## src/rtl/core/rfs_pkg.sv

```systemverilog
package rfs_pkg;

    localparam int SIZE_W  = 13;
    localparam int CUT_W   = 16;
    localparam int COORD_W = 12;
    localparam int GREY_W  = 8;
    localparam int OFS_W   = 13;
    localparam int SUM_W   = 27;
    localparam int ROOT_W  = 30;
    localparam int Q_W     = 16;
    localparam int IDX_W   = 2;

    localparam logic [IDX_W-1:0] CFG_IMAGE_SIZE = 2'd0;
    localparam logic [IDX_W-1:0] CFG_CUTOFF     = 2'd1;

    localparam logic [SIZE_W-1:0] SIZE_RESET = 13'd256;
    localparam logic [CUT_W-1:0]  CUT_RESET  = 16'd32768;

    typedef struct packed {
        logic outside;
        logic white;
    } t_side;

endpackage

```

## src/rtl/core/rfs_div.sv

```systemverilog
module rfs_div
    import rfs_pkg::*;
#(
    parameter int DW = 14,
    parameter int QW = 16,
    parameter int SW = 1
) (
    input  logic          i_clk,
    input  logic          i_rst_n,
    input  logic          i_valid,
    input  logic [DW-1:0] i_rem,
    input  logic [QW-1:0] i_bits,
    input  logic [DW-1:0] i_den,
    input  logic [SW-1:0] i_side,
    output logic          o_valid,
    output logic [QW-1:0] o_quo,
    output logic [SW-1:0] o_side
);

    logic          r_valid [QW];
    logic [DW-1:0] r_rem   [QW];
    logic [QW-1:0] r_bits  [QW];
    logic [QW-1:0] r_quo   [QW];
    logic [SW-1:0] r_side  [QW];

    for (genvar k = 0; k < QW; k++) begin : g_stage
        logic          w_valid;
        logic [DW-1:0] w_rem;
        logic [QW-1:0] w_bits;
        logic [QW-1:0] w_quo;
        logic [SW-1:0] w_side;
        logic [DW:0]   w_trial;
        logic [DW:0]   w_diff;
        logic          w_ge;

        if (k == 0) begin : g_first
            assign w_valid = i_valid;
            assign w_rem   = i_rem;
            assign w_bits  = i_bits;
            assign w_quo   = '0;
            assign w_side  = i_side;
        end else begin : g_next
            assign w_valid = r_valid[k-1];
            assign w_rem   = r_rem[k-1];
            assign w_bits  = r_bits[k-1];
            assign w_quo   = r_quo[k-1];
            assign w_side  = r_side[k-1];
        end

        assign w_trial = {w_rem, w_bits[QW-1]};
        assign w_diff  = w_trial - {1'b0, i_den};
        assign w_ge    = (w_trial >= {1'b0, i_den});

        always_ff @(posedge i_clk) begin
            if (!i_rst_n) begin
                r_valid[k] <= 1'b0;
            end else begin
                r_valid[k] <= w_valid;
            end
        end

        always_ff @(posedge i_clk) begin
            r_rem[k]  <= w_ge ? w_diff[DW-1:0] : w_trial[DW-1:0];
            r_bits[k] <= {w_bits[QW-2:0], 1'b0};
            r_quo[k]  <= {w_quo[QW-2:0], w_ge};
            r_side[k] <= w_side;
        end
    end

    assign o_valid = r_valid[QW-1];
    assign o_quo   = r_quo[QW-1];
    assign o_side  = r_side[QW-1];

endmodule

```

## config.mk

```make
export PLATFORM = sky130hd
export DESIGN_NAME = rfs_div
export DESIGN_NICKNAME = d
export VERILOG_FILES = /design/src/rtl/core/rfs_pkg.sv /design/src/rtl/core/rfs_div.sv
export SDC_FILE = /design/constraint.sdc
export NUM_CORES = 1
export LEC_CHECK = 0
export BUFFER_PORTS_ARGS = -buffer_cell sky130_fd_sc_hd__clkbuf_2
export CORE_ASPECT_RATIO = 0.8
export CORE_MARGIN = 10
export CORE_UTILIZATION = 50
export DETAILED_ROUTE_END_ITERATION = 6
export GPL_ROUTABILITY_DRIVEN = 1
export PLACE_DENSITY_LB_ADDON = 0.12
export SLEW_MARGIN = 5
export SYNTH_ARGS = -nofsm -noshare
export SYNTH_HDL_FRONTEND = slang
export SYNTH_SLANG_ARGS = --single-unit
```

## constraint.sdc

```tcl
create_clock -name i_clk -period 4 [get_ports i_clk]
set_input_delay 0.8 -clock i_clk [delete_from_list [all_inputs] [get_ports i_clk]]
set_output_delay 0.8 -clock i_clk [all_outputs]
set_load 0.05 [all_outputs]
```

==> flow_summary.ini <==
[clocking]
clk_latency_ns = 0.59
cts_setup_buffers = 0
ctsResizeCount = 0
cts_hold_buffers = 0
cts-root-buf = clkbuf_16
numCtsBuffers = 50
clockBufferDepth = 3
clkTransAtPathRegs_ns = 0.07
cts.sinks = 498
cts_tree = done
cts_htree_levels = 2

[drt]
drtIter0Drc = 883
drcViolationCount = 0
post_drt_wl_per_cell_um = 17.0
totalWireLength_mm = 52.0
vias = 16700
viasPerCell = 5.46
drt-pass1-iter-count = 5
ant_nets = 0

[logic_synthesis]
synth-async-reset-ratio_pct = 0
synthFlopType = dfxtp_1
synthCells = 2246
netlist_area_um2 = 22800
synth.top_cell.area_share_pct = 43.8
synth.distinct_cells = 77
syn_avg_cell_area_um2 = 10.1
ys_ff_latch = 498
synth-edff-count = 0
ys_warn_count = 0
yosysSeqAreaShare_pct = 43.8
yosysMostFrequentCell = dfxtp_1
synthTopCellsByArea = dfxtp_1 (44%), ha_1 (13%), mux2_1 (3.0%), a21oi_1 (2.9%), xnor2_1 (2.8%)
synth_nets = 2548
yosysTopAreaCell = dfxtp_1
ys_top_cells_by_count = dfxtp_1 (498), ha_1 (239), nor2_1 (146), nand2_1 (140), a21oi_1 (133)

[grt]
met2_usage_pct = 31.8
antenna_found_initial = 1
grtUsageMet1_pct = 23.9
grt_pass1_wl_mm = 84.1
use_met3_pct = 3.02
grt_start_max_net_pins = 28
overflow = 0
first_global_vias = 16500
track_usage_pct = 18.9
gr-max-usage-layer = met2

[sta]
fin_skew_ns = 0.0202
period_needed_ns = 3.31
finalMaxSlewViolations = 0
post-route-period-util_pct = 82.7
tns_ns = 0
rsz0062_at_grt = no
hold_violations = 0
fmax_mhz = 302
setup_viol = 0
slew_headroom_pct = 40.7
worstMarginPinSlew_ns = 0.890

[die]
core_area_um2 = 44700
die_h_um = 211
ioPinCount = 66
dieArea_um2 = 54500
core.rowCount = 69
dieWidth_um = 258
start_util_pct = 50.9

[job]
maxCapViolCount = 0

[worst_setup_path]
max_stage_delay_ns = 0.49
rrSetupSlack_ns = 1.07
critPathMaxFanout = 17
crit_required_ns = 4.47
reg2reg_depth = 11
path_cells = clkbuf_2 -> inv_2 -> buf_4 -> buf_4 -> ha_1 -> nor2b_1 -> o21ai_1 -> a21boi_1 -> o2111ai_1 -> a21boi_1 -> a21boi_2 -> buf_4 -> mux2_2
path_class = primary input to register
cp_top_family = buffers and inverters
end_kind = register
rr_endpoint = r_rem[1][40]
rr_startpoint = r_bits[9][14]
startpoint_type = primary input
path_common_cell = buf_4
cp_num_buf_inv = 5
worst-endpoint-arrival_ns = 3.78
cp_slowest_cell = inv_2

[power_and_ir_drop]
ir_worst_vdd_v = 0.000495
leakage_nw = 11.7
p_per_area_nw_per_um2 = 936

[layout]
stdcell_count = 3053
final_core_util_pct = 58.5
nNetsFinal = 2713
design_area_um2 = 26200
area_growth_syn_to_layout_pct = 15.1
antenna_cells = 0
drive_gt1_share_pct = 12.9

[run_status]
status = finished clean

[worst_hold_path]
holdPathEnd = r_bits[0][14]
min_from = i_bits[14]
hold_path.class = primary input to register
worstHoldPathCells = 1

[placement]
dp_hpwl_mm = 39.6
dpl-instance-area_um2 = 24300
placedCellCount = 2962
gp_congestion = 0.900
portBuffers = 65
==> worst max path at each step <==
| stage | start | end | slack [ns] | depth (start not counted) |
|---|---|---|---|---|
| finish | i_den[1] | r_rem[1][82] | 0.69 | 13 |
| global route | i_den[0] | r_rem[1][40] | 0.55 | 11 |
| CTS | i_den[1] | r_rem[1][82] | 0.74 | 13 |
| detailed placement | i_den[1] | r_rem[1][72] | 0.13 | 13 |
| global placement | i_den[0] | r_rem[1][40] | 0.20 | 11 |
| floorplan | i_den[1] | r_rem[0][10] | 0.13 | 11 |
==> cell usage in the layout (no fill, tap or decap), types with 27 or more instances in the layout <==
cell	instances
a211oi_1	29
a21o_1	69
a21oi_1	133
buf_4	74
clkbuf_16	51
clkbuf_2	65
dfxtp_1	498
ha_1	239
inv_1	99
mux2_1	61
mux2_2	49
nand2_1	140
nand3_1	34
nor2_1	146
nor3_1	30
o21a_1	38
o21ai_0	80
o21ai_1	46
o31ai_1	27
xnor2_1	74
xor2_1	56
==> metrics by stage <==
stage	power (mW)	hold WS (ns)	worst slack [ns]
detailed placement	19.3	0.312	0.129
floorplan	16.5	0.310	0.127
global route	26.4	0.284	0.547
finish	24.5	0.306	0.694
global placement	19.1	0.310	0.200
CTS	24.6	0.265	0.736
==> area by class of cell <==
class	instances	area, µm²
repair buffers	143	961
clock buffers	60	1360
multi-input cells	1616	12300
inverters	102	383
fillers	3921	18500
clock inverters	31	494
well taps	603	754
flip-flops and latches	498	9970
==> flip-flops by register name, summed over array words and instances, names as in the netlist <==
signal,flops
r_rem,210
r_quo,136
r_bits,120
r_side,16
r_valid,16
==> logic make-up after synthesis <==
group | count (synthesis) | synth area share (%)
AO/OA/AOI/OAI | 565 | 16.2
AND/OR/NAND/NOR | 524 | 11.2
flip-flops | 498 | 43.8
adder cells (fa/ha/maj) | 254 | 14.5
multiplexers | 143 | 7.05
buffers and inverters | 132 | 2.32
XOR/XNOR | 130 | 5.00
==> power breakdown <==
part	switching (mW)	leakage [nW]	total [mW]	internal (mW)
Sequential	0.900	4.19	7.78	6.88
Combinational	6.25	6.60	11.6	5.31
Clock	2.00	0.887	5.16	3.16
==> per-layer routing <==
layer / routed length (µm) / vias up
li1: - / 8451
met1: 23800 / 7771
met2: 24200 / 316
met3: 2280 / 115
met4: 1770 / 2
met5: 14 / -
Power figures use the tool's default switching activity.
