### config.mk
export PLATFORM = sky130hd
export DESIGN_NAME = rfs_sqrt
export DESIGN_NICKNAME = d
export VERILOG_FILES = /design/src/rtl/core/rfs_pkg.sv /design/src/rtl/core/rfs_sqrt.sv
export SDC_FILE = /design/constraint.sdc
export NUM_CORES = 2
export LEC_CHECK = 0
export BUFFER_PORTS_ARGS = -buffer_cell sky130_fd_sc_hd__buf_2
export CORE_MARGIN = 4
export CORE_UTILIZATION = 55
export DETAILED_ROUTE_END_ITERATION = 16
export GPL_ROUTABILITY_DRIVEN = 1
export PLACE_DENSITY_LB_ADDON = 0.05
export SLEW_MARGIN = 20
export SYNTH_ARGS = -nofsm -noshare
export SYNTH_HDL_FRONTEND = slang
export SYNTH_SLANG_ARGS = --single-unit
### constraint.sdc
create_clock -name i_clk -period 4 [get_ports i_clk]
set_input_delay 0.6 -clock i_clk [delete_from_list [all_inputs] [get_ports i_clk]]
set_output_delay 0.6 -clock i_clk [all_outputs]
set_load 0.1 [all_outputs]
### src/rtl/core/rfs_pkg.sv
package rfs_pkg;

    localparam int SIZE_W  = 13;
    localparam int CUT_W   = 16;
    localparam int COORD_W = 12;
    localparam int GREY_W  = 8;
    localparam int OFS_W   = 13;
    localparam int SUM_W   = 27;
    localparam int ROOT_W  = 30;
    localparam int Q_W     = 16;
    localparam int IDX_W   = 2;

    localparam logic [IDX_W-1:0] CFG_IMAGE_SIZE = 2'd0;
    localparam logic [IDX_W-1:0] CFG_CUTOFF     = 2'd1;

    localparam logic [SIZE_W-1:0] SIZE_RESET = 13'd256;
    localparam logic [CUT_W-1:0]  CUT_RESET  = 16'd32768;

    typedef struct packed {
        logic outside;
        logic white;
    } t_side;

endpackage

### src/rtl/core/rfs_sqrt.sv
module rfs_sqrt
    import rfs_pkg::*;
(
    input  logic              i_clk,
    input  logic              i_rst_n,
    input  logic              i_valid,
    input  logic [SUM_W-1:0]  i_sum,
    input  logic              i_side,
    output logic              o_valid,
    output logic [ROOT_W-1:0] o_root,
    output logic              o_side
);

    localparam int XW = 2 * ROOT_W;
    localparam int RW = ROOT_W + 2;

    logic              r_valid [ROOT_W];
    logic [XW-1:0]     r_x     [ROOT_W];
    logic [RW-1:0]     r_rem   [ROOT_W];
    logic [ROOT_W-1:0] r_root  [ROOT_W];
    logic              r_side  [ROOT_W];

    for (genvar k = 0; k < ROOT_W; k++) begin : g_stage
        logic              w_valid;
        logic [XW-1:0]     w_x;
        logic [RW-1:0]     w_rem;
        logic [ROOT_W-1:0] w_root;
        logic              w_side;
        logic [RW+1:0]     w_trial;
        logic [RW+1:0]     w_test;
        logic [RW+1:0]     w_diff;
        logic              w_ge;

        if (k == 0) begin : g_first
            assign w_valid = i_valid;
            assign w_x     = {{(XW-SUM_W-32){1'b0}}, i_sum, 32'd0};
            assign w_rem   = '0;
            assign w_root  = '0;
            assign w_side  = i_side;
        end else begin : g_next
            assign w_valid = r_valid[k-1];
            assign w_x     = r_x[k-1];
            assign w_rem   = r_rem[k-1];
            assign w_root  = r_root[k-1];
            assign w_side  = r_side[k-1];
        end

        assign w_trial = {w_rem, w_x[XW-1:XW-2]};
        assign w_test  = {2'b00, w_root, 2'b01};
        assign w_diff  = w_trial - w_test;
        assign w_ge    = (w_trial >= w_test);

        always_ff @(posedge i_clk) begin
            if (!i_rst_n) begin
                r_valid[k] <= 1'b0;
            end else begin
                r_valid[k] <= w_valid;
            end
        end

        always_ff @(posedge i_clk) begin
            r_x[k]    <= {w_x[XW-3:0], 2'b00};
            r_rem[k]  <= w_ge ? w_diff[RW-1:0] : w_trial[RW-1:0];
            r_root[k] <= {w_root[ROOT_W-2:0], w_ge};
            r_side[k] <= w_side;
        end
    end

    assign o_valid = r_valid[ROOT_W-1];
    assign o_root  = r_root[ROOT_W-1];
    assign o_side  = r_side[ROOT_W-1];

endmodule

==> results.ini <==
[sta]
worst_pin_slew_ps = 957.6
final-max-slew-violation-count = 0
rsz0062_at_grt = false
timing.hold.ws_ps = 265.5
fmax_mhz = 273.5
fin_worst_skew_ps = 22.32
post-route-min-period_ps = 3657
min_period_over_period_pct = 91.42
tns_ps = 0
slew_headroom_pct = 35.73
final_hold_viol_count = 0
setup_viol = 0

[floorplan]
dieArea_sq_um = 124700
die_y_um = 353.1
core_sq_um = 118100
ioPinCount = 63
start_util_pct = 55.46
rows = 126
die_x_um = 353.1

[grt]
antenna_found_initial = 1
grt_max_degree = 51
gr-total-overflow = 0
grt_pass1_vias = 45330
grt.total_usage_pct = 21.98
grt_pass1_wl_mm = 227.6

[placed_design]
io_buffers = 62
gp_congestion = 0.8709
post_dp_cell_area_sq_um = 67670
hpwl_mm = 106.3
placed_cells = 8404

[detailed_routing]
firstDrtPassIters = 6
drc = 0
wl_per_cell_um = 15.86
drt-total-wl_mm = 138.4
drt_iter0_drc = 2723
routed-via-count = 46660
via_per_inst = 5.347
ant_nets = 0

[hold_path]
holdPathStages = 2
min_path_type = in -> reg
hp-start = i_rst_n
min_to = r_valid[0][0]

[run]
maxCapViolCount = 0

[final_layout]
final_cell_mix = dfxtp_1 (1,566), inv_1 (608), nand2_1 (480), ha_1 (462), nor2_1 (446)
layout-area-overhead-vs-synth_pct = 12.08
nets = 7567
final_cell_area_sq_um = 73400
antenna_cells = 0
final_cells = 8726
drive_above_1_share_pct = 7.274
mostFrequentLayoutCell = dfxtp_1
n_fill_cell = 9940

[synth]
syn_nets = 7398
synth-compound-area-share_pct = 14.01
synth_area_per_cell_sq_um = 9.505
yosys.area.top_type_share_pct = 47.87
synth_top_area_cell = dfxtp_1
synth.ff_latch_count = 1566
synthXorXnorAreaFrac_pct = 8.880
yosysUniqueCellTypes = 82
seq_area_frac_synth_pct = 47.87
synth-simple-area-share_pct = 14.21
syn_inst = 6890
synth_edf_count = 0
ys_warn_count = 0
synth_mux_area_share_pct = 1.473
syn_area_sq_um = 65490
synthAdderAreaFrac_pct = 9.285
async_flop_share_pct = 0
synth_top_family_by_area = simple AND/OR/NAND/NOR gates
yosys-top-cells-area = dfxtp_1 (48%), ha_1 (8.8%), xnor2_1 (4.4%)
synthFlopType = dfxtp_1

[clocking]
post_cts_buffers = 0
numCtsBuffers = 160
cts.sinks = 1566
cts_tree = built
cts.clk_slew.worst_paths_ps = 60
cts_root_buffer = clkbuf_16
cts_htree_levels = 4
clock_latency_ps = 780
clockBufferDepth = 3

[critical_path]
slowest_stage = a211oi_1
crit_path_end_kind = register
slowest_delay_ps = 540
start_kind = register
critPathRequiredTime_ps = 4700
worstPathMaxFanout = 7
crit_type = reg -> reg
arrival_ps = 4360
worstPathCellList = ha_1 > inv_1 > fa_1 > nor2b_1 > o31a_1 > o221a_2 > o311ai_0 > a211oi_1 > nor3b_2 > or3b_2 > nor4_1 > xor2_1
rr_worst_depth = 12
r2r_setup_slack_ps = 340
rr_endpoint = r_rem[5][28]
r2r-start = r_rem[4][96]

[pwr]
ir_drop_v = 0.0004565
power_density_nw_per_um2 = 591.4
p_leak_uw = 0.03506

[run_status]
outcome = complete, no violations

## routing by layer
metal / up-vias / share of wire (%) / wire (um) / track usage (%)
li1: 24030 / - / - / -
met1: 21610 / 44 / 61320 / 26.99
met2: 771 / 50 / 68590 / 39.73
met3: 248 / 3.5 / 4871 / 3.176
met4: 0 / 2.6 / 3591 / 6.879
met5: - / 0 / 0 / 0
## where the power goes
group          internal (uW)  total (uW)  switching, uW  leakage (uW)
Combinational           3630        7660           4030        0.0194
Clock                   8800       15000           6210       0.00264
Sequential             18300       20700           2400        0.0130
Total                  30800       43400          12600        0.0351
## registers in the layout, summed over array words and instances (netlist names)
name	cells
r_rem	859
r_root	465
r_x	182
r_side	30
r_valid	30
## area by class of cell
| class | instances | area (sq um) | share of cell area (%) |
|---|---|---|---|
| Timing Repair Buffer | 137 | 958.4 | 1.306 |
| Inverter | 613 | 2301 | 3.135 |
| Clock inverter | 72 | 872.1 | 1.188 |
| Sequential cell | 1566 | 31350 | 42.71 |
| Multi-Input combinational cell | 4581 | 31430 | 42.81 |
| Clock buffer | 221 | 4573 | 6.230 |
| Tap cell | 1536 | 1922 | 2.618 |
## cell families (layout without fill, tap and decap cells)
family | after synthesis | after routing
and+or+nand+nor | 1878 | 1878
DFF | 1566 | 1566
AOI/OAI and AO/OA | 1474 | 1474
buffers and inverters | 743 | 1043
xor gates and xnor gates | 664 | 664
adders and majority gates | 477 | 477
muxes | 87 | 87
other | 1 | 1
## timing repair
item | CTS | global route
hold buffers | 29 | 0
gates resized for setup | 0 | 0
hold endpoints to repair | 29 | 0
## cell usage after synthesis, drive strengths merged, types with 84 or more instances
library cell  number
nand3            121
clkbuf           115
a21oi            408
o21ai            416
dfxtp           1566
xor2             332
xnor2            332
nand2            480
nor4             100
o21a              84
a21o             194
nand2b           104
inv              610
nor2             446
ha               462
nor3             173
## metrics by stage
| step | total power, uW | setup slack [ps] | util, % |
|---|---|---|---|
| after floorplan | 26230 | 634.4 | - |
| after global placement | 28600 | 424.4 | 57.30 |
| after detailed placement | 28660 | 356.4 | 57.31 |
| after CTS | 43860 | 295.4 | 62.16 |
| after global routing | 45740 | 75.96 | 62.16 |
| final | 43410 | 343.2 | 62.16 |
## how the worst max path moves through the flow
stage	slack, ps	depth (start not counted)	end	startpoint
2_1_floorplan	630	13	r_rem[6][117]	r_rem[6][64]
5_1_grt	80	12	r_rem[6][29]	r_rem[5][96]
6_report	340	12	r_rem[5][28]	r_rem[4][96]
4_1_cts	300	13	r_rem[4][95]	r_rem[4][32]
3_5_place_dp	360	13	r_rem[4][95]	r_rem[4][32]
3_3_place_gp	420	13	r_rem[4][95]	r_rem[4][32]
## worst max-delay path, delay by kind of cell (launching register included)
| kind | cells | cell delay (ps) |
|---|---|---|
| fa+ha+maj | 2 | 630 |
| simple gates | 4 | 1170 |
| buf+inv | 1 | 70 |
| compound gates | 4 | 1140 |
| xor+xnor | 1 | 180 |
| flops | 1 | 380 |
Power figures use the tool's default switching activity.
